[src/rtl/m4ct_pkg.sv]
package m4ct_pkg;

    localparam int ELEM_W    = 32;
    localparam int COL_W     = 2;
    localparam int FRAC_W    = 16;
    localparam int PROD_W    = 2 * ELEM_W;
    localparam int TRUNC_W   = PROD_W - FRAC_W;
    localparam int ACC_W     = TRUNC_W + 3;
    localparam int MAX_LANES = 4;
    localparam int K_W       = $clog2(MAX_LANES);
    localparam int FIELD_W   = COL_W + MAX_LANES * ELEM_W;
    localparam int TDATA_W   = ((FIELD_W + 7) / 8) * 8;

    localparam logic [ELEM_W-1:0] SAT_MAX = 32'h7FFF_FFFF;
    localparam logic [ELEM_W-1:0] SAT_MIN = 32'h8000_0000;

    typedef enum logic
    {
        ACT_LOAD  = 1'b0,
        ACT_XFORM = 1'b1
    } action_t;

    typedef enum logic [3:0]
    {
        ST_IDLE = 4'b0001,
        ST_MUL  = 4'b0010,
        ST_ACC  = 4'b0100,
        ST_DONE = 4'b1000
    } state_t;

    typedef struct packed
    {
        logic           capture;
        logic           load;
        logic           mul_en;
        logic           acc_en;
        logic           out_load;
        logic [K_W-1:0] k;
    } cmd_t;

    typedef struct packed
    {
        logic out_free;
    } stat_t;

    typedef struct packed
    {
        logic              ovf;
        logic [ELEM_W-1:0] val;
    } sat_t;

    function automatic sat_t saturate(input logic [ACC_W-1:0] acc);
        sat_t                       s;
        logic [ACC_W-ELEM_W:0]      upper;
        upper = acc[ACC_W-1:ELEM_W-1];
        if ((upper == '0) || (upper == '1))
        begin
            s.ovf = 1'b0;
            s.val = acc[ELEM_W-1:0];
        end
        else
        begin
            s.ovf = 1'b1;
            s.val = acc[ACC_W-1] ? SAT_MIN : SAT_MAX;
        end
        return s;
    endfunction

endpackage

[src/rtl/m4ct_ctrl.sv]
module m4ct_ctrl #(
    parameter int DIM = 4
) (
    input  logic            clk,
    input  logic            rst_n,
    input  logic            s_tvalid,
    input  logic            action,
    output logic            s_tready,
    input  m4ct_pkg::stat_t stat,
    output m4ct_pkg::cmd_t  cmd
);

    localparam int LANES = (DIM < 4) ? DIM : 4;

    m4ct_pkg::state_t             state_reg, state_next;
    logic [m4ct_pkg::K_W-1:0]     k_reg, k_next;

    always_ff @(posedge clk or negedge rst_n)
    begin
        if (!rst_n)
        begin
            state_reg <= m4ct_pkg::ST_IDLE;
            k_reg     <= '0;
        end
        else
        begin
            state_reg <= state_next;
            k_reg     <= k_next;
        end
    end

    always_comb
    begin
        state_next   = state_reg;
        k_next       = k_reg;
        s_tready     = 1'b0;
        cmd          = '0;
        cmd.k        = k_reg;
        unique case (state_reg)
            m4ct_pkg::ST_IDLE:
            begin
                s_tready = 1'b1;
                if (s_tvalid)
                begin
                    if (action == m4ct_pkg::ACT_XFORM)
                    begin
                        cmd.capture = 1'b1;
                        k_next      = '0;
                        state_next  = m4ct_pkg::ST_MUL;
                    end
                    else
                    begin
                        cmd.load = 1'b1;
                    end
                end
            end
            m4ct_pkg::ST_MUL:
            begin
                cmd.mul_en = 1'b1;
                cmd.acc_en = (k_reg != '0);
                if (k_reg == m4ct_pkg::K_W'(LANES - 1))
                begin
                    state_next = m4ct_pkg::ST_ACC;
                end
                else
                begin
                    k_next = k_reg + 1'b1;
                end
            end
            m4ct_pkg::ST_ACC:
            begin
                cmd.acc_en = 1'b1;
                state_next = m4ct_pkg::ST_DONE;
            end
            m4ct_pkg::ST_DONE:
            begin
                if (stat.out_free)
                begin
                    cmd.out_load = 1'b1;
                    state_next   = m4ct_pkg::ST_IDLE;
                end
            end
            default:
            begin
                state_next = m4ct_pkg::ST_IDLE;
            end
        endcase
    end

    // result only moves into the output register when it is free
    assert property (@(posedge clk) disable iff (!rst_n)
        cmd.out_load |-> stat.out_free)
        else $error("output load while output register busy");

    // a transform always starts at column zero
    assert property (@(posedge clk) disable iff (!rst_n)
        cmd.capture |=> (state_reg == m4ct_pkg::ST_MUL) && (k_reg == '0))
        else $error("transform did not start at column zero");

    // the multiply walk never runs past the last lane
    assert property (@(posedge clk) disable iff (!rst_n)
        cmd.mul_en |-> (k_reg <= m4ct_pkg::K_W'(LANES - 1)))
        else $error("column counter out of range");

endmodule

[config.mk]
export PLATFORM = sky130hd
export DESIGN_NAME = m4ct_ctrl
export DESIGN_NICKNAME = d
export VERILOG_FILES = /design/src/rtl/m4ct_pkg.sv /design/src/rtl/m4ct_ctrl.sv
export SDC_FILE = /design/constraint.sdc
export NUM_CORES = 1
export LEC_CHECK = 0
export BUFFER_PORTS_ARGS = -buffer_cell sky130_fd_sc_hd__buf_2
export CORE_AREA = 2 2 39 41
export DETAILED_ROUTE_END_ITERATION = 7
export DIE_AREA = 0 0 41 43
export GPL_ROUTABILITY_DRIVEN = 0
export HOLD_SLACK_MARGIN = 0.03
export MAX_ROUTING_LAYER = met4
export SLEW_MARGIN = 20
export SYNTH_ARGS = -nofsm -noshare
export SYNTH_HDL_FRONTEND = slang
export SYNTH_SLANG_ARGS = --single-unit
[constraint.sdc]
create_clock -name clk -period 1.7 [get_ports clk]
set_clock_uncertainty 0.1 [all_clocks]
set_input_delay 0.34 -clock clk [delete_from_list [all_inputs] [get_ports clk]]
set_output_delay 0.34 -clock clk [all_outputs]
set_load 0.1 [all_outputs]
# Word-level counts from Yosys, hierarchy flattened
# Index checks and enable logic that the tools add are counted.
dict set report totals {
  regBits 6
  output_inout_bits 8
  word_cells 35
}
dict set report classes {
  add_sub_neg 1
  n_eq_ne 10
  muxes 18
  n_reduce_logical 4
}
# op n
set op_table {}
lappend op_table {{$mux 4} 4}
lappend op_table {{$pmux 4 s4} 1}
lappend op_table {{$mux 2} 5}
lappend op_table {{$ne 2x2->1 const B} 5}
lappend op_table {{$reduce_and 4->1} 2}
lappend op_table {{$mux 1} 6}
lappend op_table {{$eq 4x1->1 const B} 1}
lappend op_table {{$eq 4x2->1 const B} 1}
lappend op_table {{$eq 4x3->1 const B} 1}
lappend op_table {{$eq 4x4->1 const B} 1}
lappend op_table {{$pmux 2 s2} 1}
lappend op_table {{$reduce_bool 2->1} 2}
lappend op_table {{$add 2x1->2 const B} 1}
lappend op_table {{$eq 2x2->1 const B} 1}
lappend op_table {{$pmux 1 s2} 1}

# Longest topological paths before layout
# Gate-level depths: netlist (run 1).
dict set report logic_depth {
  depth_word 3
  ltp_mapped 5
  mapped_depth_nobuf 5
}

# Worst setup path after synthesis (run 1)
# No wires, ideal clock.
dict set report synth_timing {
  path_kind {reg-to-output}
  start {register k_reg[0] (netlist bit)}
  end {output port cmd[3] (netlist bit)}
  arrival_ns 3.565
  required_time_ns 1.260
  slack_ns -2.305
  stages_incl_launch_ff 6
  path_buffers 0
  path_cell_list {dfrtp_1 > inv_1 > ha_1 > nor3b_1 > a21oi_1 > nor3_1}
}
# element line
set synth_rtl {}
lappend synth_rtl {{start: declaration} m4ct_ctrl.sv:16} ;# logic [m4ct_pkg::K_W-1:0] k_reg, k_next;
lappend synth_rtl {{start signal: assignment} m4ct_ctrl.sv:28} ;# k_reg <= k_next;
lappend synth_rtl {{end: declaration} m4ct_ctrl.sv:10} ;# output m4ct_pkg::cmd_t cmd

==> out/qor_table.md, run 1 <==
| Step | Item | Reported |
| --- | --- | --- |
| pwr | Pwr Density | 1700 nW/um2 |
| global route | Global route hottest layer | met2 |
| worst setup path | Kind of end point of the critical path | primary output |
| synth | Cell taking the most area after synthesis | dfrtp_1 |
| floorplan | Num ports | 13 |
| global route | All-Layer GR Usage | 13.6% |
| worst setup path | Delay-heaviest family, CP | simple AND/OR/NAND/NOR gates |
| sta | Period minus WS final | 2.13 ns |
| worst setup path | Setup slack of the most critical reg-to-reg path | 0.03 ns |
| pwr | Maximum resistive drop on vdd | 1.14 mV |
| cells and area | Diode count | 0 |
| sta | Fin. max-slew vios | 0 |
| worst setup path | Crit-path cells | or4b_4 > nor3b_4 > buf_12 |
| outcome | Failing checks | setup timing |
| place | Worst Setup Slack post-DPL | -0.183 ns |
| synth | Share of Yosys cell area claimed by the top area cell type | 36.4% |
| global route | Global-route wire length before repair | 1.56 mm |
| synth | Register bit total from synthesis | 6 |
| global route | Final global-route overflow total | 0 |
| sta | Final hold viol count | 0 |
| global route | Global-route met2 utilization | 21.6% |
| clock network | Maximum level of the CTS H-tree | 1 |
| worst setup path | Worst EP required | 1.26 ns |
| floorplan | Standard-cell rows | 14 |
| clock network | Register clock-pin slew on the reported worst setup and hold paths | 0.05 ns |
| route | Detailed-routing iteration count for the pre-antenna-repair pass | 4 |
| route | Detail Route Antenna Nets | 0 |
| worst setup path | Arrival time worst endpoint | 1.69 ns |
| synth | Post-synth cell types | 20 |
| cells and area | Count of filler cells inserted in the layout | 119 |
| global route | GRT met1 Usage | 16.4% |
| synth | Proportion of register bits with asynchronous set or reset after synthesis | 100% |
| global route | Number of global-route vias before repair | 373 |
| worst setup path | Combined buffer and inverter count along the critical path | 1 |
| route | Wire per inst | 11.1 um |
| worst setup path | Crit-path max FO | 3 |
| route | Post-Route WL | 898 um |
| route | Via-per-instance ratio | 4.51 |
| synth | Top post-synthesis cells by count | dfrtp_1 (5), inv_1 (5), nand2_1 (3) |
| hold path | Worst hold stages | 3 |
| global route | Largest net degree at the start of global routing | 7 |
| place | Buffers on Ports | 12 |
| cells and area | NumNets Final | 73 |
| sta | Worst slew margin relative to its limit | 67.9% |
| pwr | Overall Power | 1.31 mW |
| route | Initial DRC count | 2 |
| cells and area | Area growth from synthesis to layout | 124% |
| route | Vias | 365 |
| worst setup path | Worst Setup Path Type | flop to primary output |
| worst setup path | Startpoint type of the worst setup path | flop |
| sta | Highest Clock Rate | 470 MHz |
| sta | Worst Slack Setup Final | -0.426 ns |
| synth | Number of synthesized flops with an enable pin | 0 |
| pwr | Static power due to leakage | 0.330 nW |
| floorplan | Die Span X | 41 um |
| cells and area | Number of flip-flops under the largest register name | 4 |
| sta | Slew at the pin with the worst max-slew slack | 0.485 ns |
| global route | Global routing usage on met3 | 1.57% |
| global route | Initial antenna violation count | 0 |
| sta | Ratio of final minimum period to clock period | 125% |
| floorplan | Height of the die | 43 um |
| sta | RSZ-0062 raised after global routing | yes |
| hold path | Class of the tightest hold or removal check | input pin to flop |
| floorplan | Floorplan core area | 1380 um2 |
| synth | Mapped Area | 344 um2 |
| synth | Count of warnings emitted by yosys | 0 |
| clock network | Deepest clock path buffer count | 2 |
| synth | Synthesized Nets | 41 |
| worst setup path | End of the worst register-to-register path | state_reg[0]$_DFFE_PN1P_ |
| worst setup path | Critical Path Slowest Stage Cell | dfstp_2 |
| cells and area | Share of cells above drive strength 1 | 73.8% |
| hold path | Min-Delay Endpoint | state_reg[3]$_DFFE_PN0P_ |
| clock network | Clock tree root driver cell | clkbuf_4 |
| synth | Sequential cell area fraction in the yosys report | 44.0% |
| place | DP HPWL | 678 um |
| worst setup path | Launching point of the worst reg2reg path | state_reg[0]$_DFFE_PN1P_ |
| clock network | Clock insertion delay at the later pin of the skew report | 0.25 ns |
| sta | # setup viols final | 6 |
| synth | Main flop type after synthesis | dfrtp_1 |
| hold path | Worst Min Path Start | stat |
| clock network | Clock tree from TritonCTS | yes |
| floorplan | Die Area | 1760 um2 |
| route | Post-detailed-route DRC marker count | 0 |
| synth | Cell types with the largest area share after synthesis | dfrtp_1 (36%), dfstp_2 (7.6%), ha_1 (7.3%) |
| worst setup path | Critical Path Max Stage Delay | 0.52 ns |
| floorplan | Initial Utilization | 24.9% |
| job | Max Cap Viol | 0 |
| outcome | Run status | finished with violations |
| synth | Instance count of the mapped netlist | 34 |
| synth | Average footprint of a synthesized cell | 10.1 um2 |
| clock network | Clock net sink count | 6 |
| clock network | Number of buffers inserted during clock tree synthesis | 3 |
| worst setup path | Depth of the worst register-to-register path | 6 |
==> power breakdown <==
part / switching [mW] / internal [mW] / total (mW)
Combinational: 0.580 / 0.370 / 0.950
Clock: 0.0538 / 0.0891 / 0.143
Sequential: 0.0220 / 0.197 / 0.219
Total: 0.656 / 0.655 / 1.31
==> stage by stage <==
step / instances / hold WS, ns / instance area, um2 / utilization (%) / setup TNS (ns)
final: 81 / 0.344 / 771 / 55.7 / -1.52
after global routing: 81 / 0.369 / 771 / 55.7 / -1.77
after CTS: 80 / 0.311 / 733 / 53.0 / -1.51
after detailed placement: 72 / 0.0706 / 647 / 46.7 / -0.398
after global placement: 72 / 0.0684 / 647 / 46.7 / -0.368
after floorplan: 34 / -0.0556 / 402 / - / -5.26
==> placed cells by master, fill, tap and decap left out, types with 2 or more instances in the layout <==
cell type  count
nand3_1        2
nor3b_4        2
dfrtp_4        2
inv_2          2
buf_2          6
inv_1          2
dfrtp_1        2
clkbuf_4       3
buf_12         6
buf_6          2
buf_4         12
nand2_1        2
==> logic make-up after synthesis <==
| family | after synthesis | synth area share, % |
|---|---|---|
| flip-flops | 6 | 44.0 |
| AO/OA/AOI/OAI | 6 | 13.1 |
| buffers and inverters | 5 | 5.46 |
| AND/OR/NAND/NOR | 15 | 30.2 |
| adder cells (fa/ha/maj) | 2 | 7.27 |
==> how the worst max path moves through the flow <==
| stage | startpoint | endpoint | cells after the start |
|---|---|---|---|
| after floorplan | state_reg[0]$_DFFE_PN1P_ | cmd[5] | 2 |
| after global placement | state_reg[0]$_DFFE_PN1P_ | cmd[5] | 3 |
| after detailed placement | state_reg[0]$_DFFE_PN1P_ | cmd[5] | 3 |
| after CTS | state_reg[0]$_DFFE_PN1P_ | cmd[5] | 3 |
| after global routing | state_reg[0]$_DFFE_PN1P_ | cmd[5] | 3 |
| final | state_reg[0]$_DFFE_PN1P_ | cmd[5] | 3 |
==> worst register-to-register path, delay by kind of cell (launching register included) <==
kind                   cells  cell delay, ns
AO/OA/AOI/OAI              1            0.07
AND/OR/NAND/NOR            2            0.53
buffers and inverters      3            0.35
flip-flops                 1            0.52
==> what timing repair did <==
action                                  CTS  global route
endpoints found under the hold margin     6             0
buffers inserted                          3             1
gates resized for setup                   8             5
hold buffers                              1             0
endpoints found under the setup margin    6             8
gates cloned                              0             0
pin swaps                                 4             3
==> area by class of cell <==
cell class,count,area (um2),area share (%)
clock buffer,4,26.3,3.41
inverter,5,21.3,2.76
multi-input combinational,23,270,35.1
sequential,6,160,20.8
tap,16,20.0,2.60
timing repair buffer,27,273,35.4
==> per-layer routing <==
| metal | vias up | share of wire [%] |
|---|---|---|
| li1 | 182 | - |
| met1 | 171 | 43 |
| met2 | 12 | 53 |
| met3 | 0 | 4.2 |
| met4 | 0 | 0 |
| met5 | - | 0 |
No activity file was read; power rests on OpenSTA's default activity.
==> run 2: changes to the inputs <==
- PLACE_DENSITY: not set -> 0.45
==> run 2 against run 1 <==
The run still ends with setup timing left. Final cell count is 3.7% lower. Die area unchanged. Fmax shrank 1.6%. Non-clock buffer count decreased by 3. Combinational power grew 0.4%. Via count is 2.2% lower. Register-to-register slack worse by 0.10 ns. Critical path type unchanged. Sequential share of layout area is 1.0 points higher. Clock power is 6% higher. Sequential cell count unchanged. Clock-buffer cell count stayed put. Setup slack worse by 0.036 ns.
==> out/qor_table.md, run 2 (synthesis results as in run 1) <==
| Step | Item | Reported | vs previous |
| --- | --- | --- | --- |
| outcome | Run status | finished with violations |  |
| outcome | Failing checks | setup timing |  |
| route | Via-per-instance ratio | 4.58 | +1.6% |
| floorplan | Height of the die | 43 um | unchanged |
| sta | Ratio of final minimum period to clock period | 127% | +2.1 points |
| cells and area | NumNets Final | 70 | -4.1% |
| sta | Slew at the pin with the worst max-slew slack | 0.486 ns | +0.00104 ns |
| global route | Largest net degree at the start of global routing | 7 | unchanged |
| route | Vias | 357 | -2.2% |
| clock network | Register clock-pin slew on the reported worst setup and hold paths | 0.05 ns | about the same |
| cells and area | Count of filler cells inserted in the layout | 137 | +15% |
| sta | Worst Slack Setup Final | -0.461 ns | -0.0355 ns |
| cells and area | Top library cells by usage in the layout, fill and taps aside | buf_4 (10), buf_2 (6), buf_12 (6) |  |
| floorplan | Initial Utilization | 24.9% | unchanged |
| place | DP HPWL | 764 um | +13% |
| route | Detailed-routing iteration count for the pre-antenna-repair pass | 1 | -3 |
| clock network | Maximum level of the CTS H-tree | 1 | unchanged |
| sta | # setup viols final | 8 | +2 |
| pwr | Pwr Density | 1810 nW/um2 | +6.1% |
| worst setup path | Crit-path max FO | 4 | +1 |
| sta | Period minus WS final | 2.16 ns | +0.0355 ns |
| hold path | Worst Min Path Start | stat |  |
| clock network | Number of buffers inserted during clock tree synthesis | 3 | unchanged |
| worst setup path | End of the worst register-to-register path | k_reg[0]$_DFFE_PN0P_ |  |
| floorplan | Standard-cell rows | 14 | unchanged |
| sta | RSZ-0062 raised after global routing | yes |  |
| worst setup path | Worst Setup Path Type | flop to primary output |  |
| sta | Highest Clock Rate | 463 MHz | -1.6% |
| floorplan | Die Span X | 41 um | unchanged |
| pwr | Maximum resistive drop on vdd | 1.00 mV | -12% |
| floorplan | Num ports | 13 | unchanged |
| cells and area | Share of cells above drive strength 1 | 72.6% | -1.3 points |
| worst setup path | Combined buffer and inverter count along the critical path | 1 | unchanged |
| worst setup path | Launching point of the worst reg2reg path | state_reg[0]$_DFFE_PN1P_ |  |
| pwr | Overall Power | 1.33 mW | +1.1% |
| global route | Number of global-route vias before repair | 351 | -5.9% |
| route | Wire per inst | 13.1 um | +18% |
| worst setup path | Delay-heaviest family, CP | simple AND/OR/NAND/NOR gates |  |
| worst setup path | Crit-path cells | or4b_4 > nor3b_4 > buf_12 |  |
| place | Buffers on Ports | 12 | unchanged |
| cells and area | Final std cells w/o fill | 78 | -3.7% |
| floorplan | Die Area | 1760 um2 | unchanged |
| hold path | Min-Delay Endpoint | state_reg[3]$_DFFE_PN0P_ |  |
| global route | Initial antenna violation count | 0 | unchanged |
| route | Post-Route WL | 1.02 mm | +14% |
| hold path | Class of the tightest hold or removal check | input pin to flop |  |
| clock network | Clock tree from TritonCTS | yes |  |
| worst setup path | Startpoint type of the worst setup path | flop |  |
| sta | Worst slew margin relative to its limit | 67.8% | -0.069 points |
| pwr | Static power due to leakage | 0.308 nW | -6.7% |
| cells and area | Most common library cell in the layout ignoring fill and taps | buf_4 |  |
| worst setup path | Kind of end point of the critical path | primary output |  |
| global route | Final global-route overflow total | 0 | unchanged |
| clock network | Clock tree root driver cell | clkbuf_4 |  |
| cells and area | Number of flip-flops under the largest register name | 4 | unchanged |
| cells and area | Area growth from synthesis to layout | 113% |  |
| clock network | Clock net sink count | 6 | unchanged |
| clock network | Deepest clock path buffer count | 2 | unchanged |
| worst setup path | Arrival time worst endpoint | 1.72 ns | +0.03 ns |
| global route | Global-route wire length before repair | 1.59 mm | +2.2% |
| sta | Fin. max-slew vios | 0 | unchanged |
| worst setup path | Setup slack of the most critical reg-to-reg path | -0.07 ns | -0.10 ns |
| hold path | Worst hold stages | 3 | unchanged |
| job | Max Cap Viol | 0 | unchanged |
| route | Detail Route Antenna Nets | 0 | unchanged |
| route | Initial DRC count | 0 | -2 |
| global route | All-Layer GR Usage | 14.6% | +1.1 points |
| worst setup path | Critical Path Slowest Stage Cell | dfstp_2 |  |
| cells and area | Diode count | 0 | unchanged |
| worst setup path | Depth of the worst register-to-register path | 5 | -1 |
| place | Worst Setup Slack post-DPL | -0.188 ns | -0.00527 ns |
| place | Placed instance count | 72 | unchanged |
| worst setup path | Critical Path Max Stage Delay | 0.53 ns | about the same |
| clock network | Clock insertion delay at the later pin of the skew report | 0.25 ns | about the same |
| floorplan | Floorplan core area | 1380 um2 | unchanged |
| worst setup path | Worst EP required | 1.26 ns | about the same |
| sta | Final hold viol count | 0 | unchanged |
| route | Post-detailed-route DRC marker count | 0 | unchanged |
[run 2: cell count changes in the layout (fill, tap and decap cells not counted)]
cell     delta
buf_4       -2
buf_6       -1
nand2_1     +1
nand2_4     -1
nor3b_2     +1
nor3b_4     -1
o21ai_0     -1
o21ai_2     +1
[run 2: timing repair]
item                                   CTS  global route
buffers inserted                         0             1
hold buffers                             1             0
endpoints found under the hold margin    6             0
setup endpoints to repair                6             7
pin swaps                                4             0
gates resized for setup                  7             4
[run 2: how the worst max path moves through the flow]
stage	startpoint	cells after the start	to	slack, ns
finish	state_reg[0]$_DFFE_PN1P_	3	cmd[5]	-0.46
global route	state_reg[0]$_DFFE_PN1P_	3	cmd[5]	-0.50
CTS	state_reg[0]$_DFFE_PN1P_	3	cmd[5]	-0.47
detailed placement	state_reg[0]$_DFFE_PN1P_	3	cmd[5]	-0.19
global placement	state_reg[0]$_DFFE_PN1P_	3	cmd[5]	-0.17
floorplan	state_reg[0]$_DFFE_PN1P_	2	cmd[5]	-0.72
[run 2: cell type report]
| class | instances | area (um2) | share of cell area [%] |
|---|---|---|---|
| Sequential cell | 6 | 160 | 21.8 |
| Tap cell | 16 | 20.0 | 2.73 |
| Clock buffer | 4 | 26.3 | 3.58 |
| Timing Repair Buffer | 24 | 246 | 33.6 |
| Multi-Input combinational cell | 23 | 260 | 35.4 |
| Inverter | 5 | 21.3 | 2.90 |
[run 2: power by group]
part           internal (mW)  total, mW  switching [mW]  leakage (nW)
combinational          0.364      0.954           0.590         0.220
clock                 0.0896      0.151          0.0610        0.0150
sequential             0.197      0.222          0.0252        0.0733
[run 2: layer usage]
metal  global-route usage [%]  vias to the layer above  share of wire [%]
met5                        -                        -                  0
met4                     6.00                        0                1.5
met3                     7.85                        2                4.3
met2                     20.3                        7                 54
met1                     17.2                      170                 40
li1                         -                      178                  -
[run 2: stage by stage]
step                      TNS (ns)  hold WS, ns  cell area [um2]  utilization [%]
after global placement      -0.367       0.0656              647             46.7
final                        -1.66        0.294              734             53.1
after global routing         -1.98        0.300              734             53.1
after CTS                    -1.62        0.286              711             51.4
after floorplan              -5.26      -0.0556              402                -
after detailed placement    -0.471       0.0722              647             46.7
[run 2: tightest hold or removal path: stages]
cell and delay [ns]:
buf_2 0.09, or3b_1 0.09, a211oi_1 0.08
==> run 3: changes to the inputs <==
- REMOVE_ABC_BUFFERS: not set -> 1
- clock period: 1.7 -> 2 ns (I/O delays scaled with it)
==> run 3 against run 2 <==
The run still ends with setup timing left. Setup slack improved by 0.28 ns. Core utilization fell by 4.7 points. Via count rose by 1.7%. Clock-buffer cell count did not move. Routed wire length fell by 14%. First-iteration DRC count rose by 1. Total power fell by 22%. Clock power fell by 19%. Critical path type unchanged. Critical endpoint unchanged. Largest power group unchanged.
==> out/qor_table.md, run 3 (synthesis results as in run 1) <==
| Step | Item | Reported | vs previous |
| --- | --- | --- | --- |
| outcome | Run status | finished with violations |  |
| outcome | Failing checks | setup timing |  |
| pwr | Overall Power | 1.03 mW | -22% |
| clock network | Clock tree from TritonCTS | yes |  |
| worst setup path | Source of the critical timing path | state_reg[0]$_DFFE_PN1P_ |  |
| floorplan | Initial Utilization | 24.9% | unchanged |
| pwr | Sw Share | 51.0% | about the same |
| pwr | Portion of total power attributed to sequential cells | 16.9% | +0.2 points |
| floorplan | Die Span X | 41 um | unchanged |
| worst setup path | Endpoint of the worst setup timing path | cmd[5] |  |
| worst setup path | Worst Setup Path Type | flop to primary output |  |
| cells and area | Count of filler cells inserted in the layout | 144 | +5.1% |
| global route | Initial antenna violation count | 0 | unchanged |
| global route | All-Layer GR Usage | 13.6% | -1.1 points |
| route | Initial DRC count | 1 | +1 |
| floorplan | Floorplan core area | 1380 um2 | unchanged |
| worst setup path | Crit-path max FO | 3 | -1 |
| worst setup path | Worst EP required | 1.50 ns | +0.24 ns |
| pwr | Clock network fraction of total power | 11.8% | +0.4 points |
| clock network | Clock net sink count | 6 | unchanged |
| sta | Highest Clock Rate | 458 MHz |  |
| worst setup path | Depth of the worst register-to-register path | 4 | -1 |
| global route | Final global-route overflow total | 0 | unchanged |
| place | Worst Setup Slack post-DPL | 0.0351 ns | +0.223 ns |
| sta | # setup viols final | 3 | -5 |
| sta | Slew at the pin with the worst max-slew slack | 0.483 ns | -0.00247 ns |
| floorplan | Height of the die | 43 um | unchanged |
| floorplan | Die Area | 1760 um2 | unchanged |
| sta | RSZ-0062 raised after global routing | yes |  |
| floorplan | Num ports | 13 | unchanged |
| pwr | Static power due to leakage | 0.298 nW | -3.3% |
| place | Placed instance count | 69 | -4.2% |
| route | Via-per-instance ratio | 4.71 | +3.0% |
| clock network | Clock insertion delay at the later pin of the skew report | 0.25 ns | about the same |
| route | Vias | 363 | +1.7% |
| route | Detail Route Antenna Nets | 0 | unchanged |
| clock network | Number of buffers inserted during clock tree synthesis | 3 | unchanged |
| place | Buffers on Ports | 12 | unchanged |
| worst setup path | Launching point of the worst reg2reg path | state_reg[0]$_DFFE_PN1P_ |  |
| route | Wire per inst | 11.4 um | -13% |
| sta | WHS | 0.383 ns | +0.0889 ns |
| clock network | Clock tree root driver cell | clkbuf_4 |  |
| global route | Largest net degree at the start of global routing | 7 | unchanged |
| pwr | Pwr Density | 1540 nW/um2 | -15% |
| place | DP HPWL | 616 um | -19% |
| cells and area | Area growth from synthesis to layout | 94.5% |  |
| route | Detailed-routing iteration count for the pre-antenna-repair pass | 2 | +1 |
| pwr | Cell-internal power | 506 uW | -22% |
| job | Max Cap Viol | 0 | unchanged |
| sta | Fin. max-slew vios | 0 | unchanged |
| global route | Global-route wire length before repair | 1.50 mm | -5.6% |
| route | Post-Route WL | 879 um | -14% |
| pwr | Gate power share | 71.3% | -0.6 points |
| worst setup path | Arrival time worst endpoint | 1.68 ns | -0.04 ns |
| cells and area | Share of cells above drive strength 1 | 62.3% | -10 points |
| cells and area | Diode count | 0 | unchanged |
| sta | Setup_tns | -0.463 ns | +1.20 ns |
| worst setup path | Startpoint type of the worst setup path | flop |  |
| clock network | Maximum level of the CTS H-tree | 1 | unchanged |
| clock network | Register clock-pin slew on the reported worst setup and hold paths | 0.04 ns | about the same |
| cells and area | NumNets Final | 69 | -1.4% |
| floorplan | Standard-cell rows | 14 | unchanged |
| sta | Final hold viol count | 0 | unchanged |
| cells and area | Most common library cell in the layout ignoring fill and taps | buf_4 |  |
| worst setup path | Setup slack of the most critical reg-to-reg path | 0.37 ns | +0.44 ns |
| global route | Number of global-route vias before repair | 363 | +3.4% |
| sta | Worst Slack Setup Final | -0.183 ns | +0.279 ns |
| route | Post-detailed-route DRC marker count | 0 | unchanged |
| sta | Ratio of final minimum period to clock period | 109% |  |
| cells and area | Top library cells by usage in the layout, fill and taps aside | buf_4 (10), buf_2 (6), buf_12 (6) |  |
| worst setup path | Kind of end point of the critical path | primary output |  |
| worst setup path | End of the worst register-to-register path | k_reg[1]$_DFFE_PN0P_ |  |
| cells and area | Number of flip-flops under the largest register name | 4 | unchanged |
| cells and area | Final std cells w/o fill | 77 | -1.3% |
| sta | Period minus WS final | 2.18 ns |  |
| clock network | Deepest clock path buffer count | 2 | unchanged |
| sta | Worst slew margin relative to its limit | 68.0% | +0.16 points |
| hold path | Class of the tightest hold or removal check | input pin to flop |  |
| pwr | Net Switching | 527 uW | -22% |
| pwr | Maximum resistive drop on vdd | 0.896 mV | -11% |
-- run 3: worst min-delay path by stage --
stage | startpoint | endpoint | slack [ns] | depth (start not counted)
floorplan | rst_n | k_reg[0]$_DFFE_PN0P_ | 0.004 | 0
global placement | rst_n | state_reg[3]$_DFFE_PN0P_ | 0.13 | 1
detailed placement | rst_n | state_reg[3]$_DFFE_PN0P_ | 0.13 | 1
CTS | stat | state_reg[3]$_DFFE_PN0P_ | 0.37 | 3
global route | stat | state_reg[3]$_DFFE_PN0P_ | 0.38 | 3
finish | stat | state_reg[3]$_DFFE_PN0P_ | 0.38 | 3
-- run 3: critical path, cell delays in order, from the launching register on --
cell and delay (ns):
dfstp_2 0.52, or4b_4 0.47, nor3b_2 0.16, buf_4 0.13, buf_12 0.16
-- run 3: cell type report --
cell class,count,area (um2),share of cell area (%)
Timing Repair Buffer,23,235,35.1
Multi-Input combinational cell,23,215,32.1
Sequential cell,6,151,22.6
Clock buffer,4,26.3,3.93
Inverter,5,21.3,3.18
Tap cell,16,20.0,2.99
-- run 3: power by group through the flow --
stage / logic, mW / registers, mW / clock network [mW]
detailed placement: 0.642 / 0.178 / 0
CTS: 0.733 / 0.175 / 0.129
floorplan: 0.313 / 0.282 / 0
global placement: 0.643 / 0.177 / 0
finish: 0.736 / 0.175 / 0.122
global route: 0.776 / 0.178 / 0.136
-- run 3: routing by layer --
layer | up-vias | routed length, um | GRT usage (%)
li1 | 179 | - | -
met1 | 175 | 384 | 16.1
met2 | 7 | 454 | 19.1
met3 | 2 | 29 | 4.71
met4 | 0 | 10 | 8.00
met5 | - | 0 | -
-- run 3: timing repair --
action / CTS / global route
setup buffers: 3 / 0
gates resized for setup: 10 / 1
hold buffers: 1 / 0
setup endpoints to repair: 4 / 5
pin swaps: 2 / 1
endpoints found under the hold margin: 5 / 0
-- run 3: metrics by stage --
stage	instance area, um2	util, %
global route	669	48.4
finish	669	48.4
global placement	567	41.0
CTS	663	47.9
detailed placement	567	41.0
floorplan	344	-
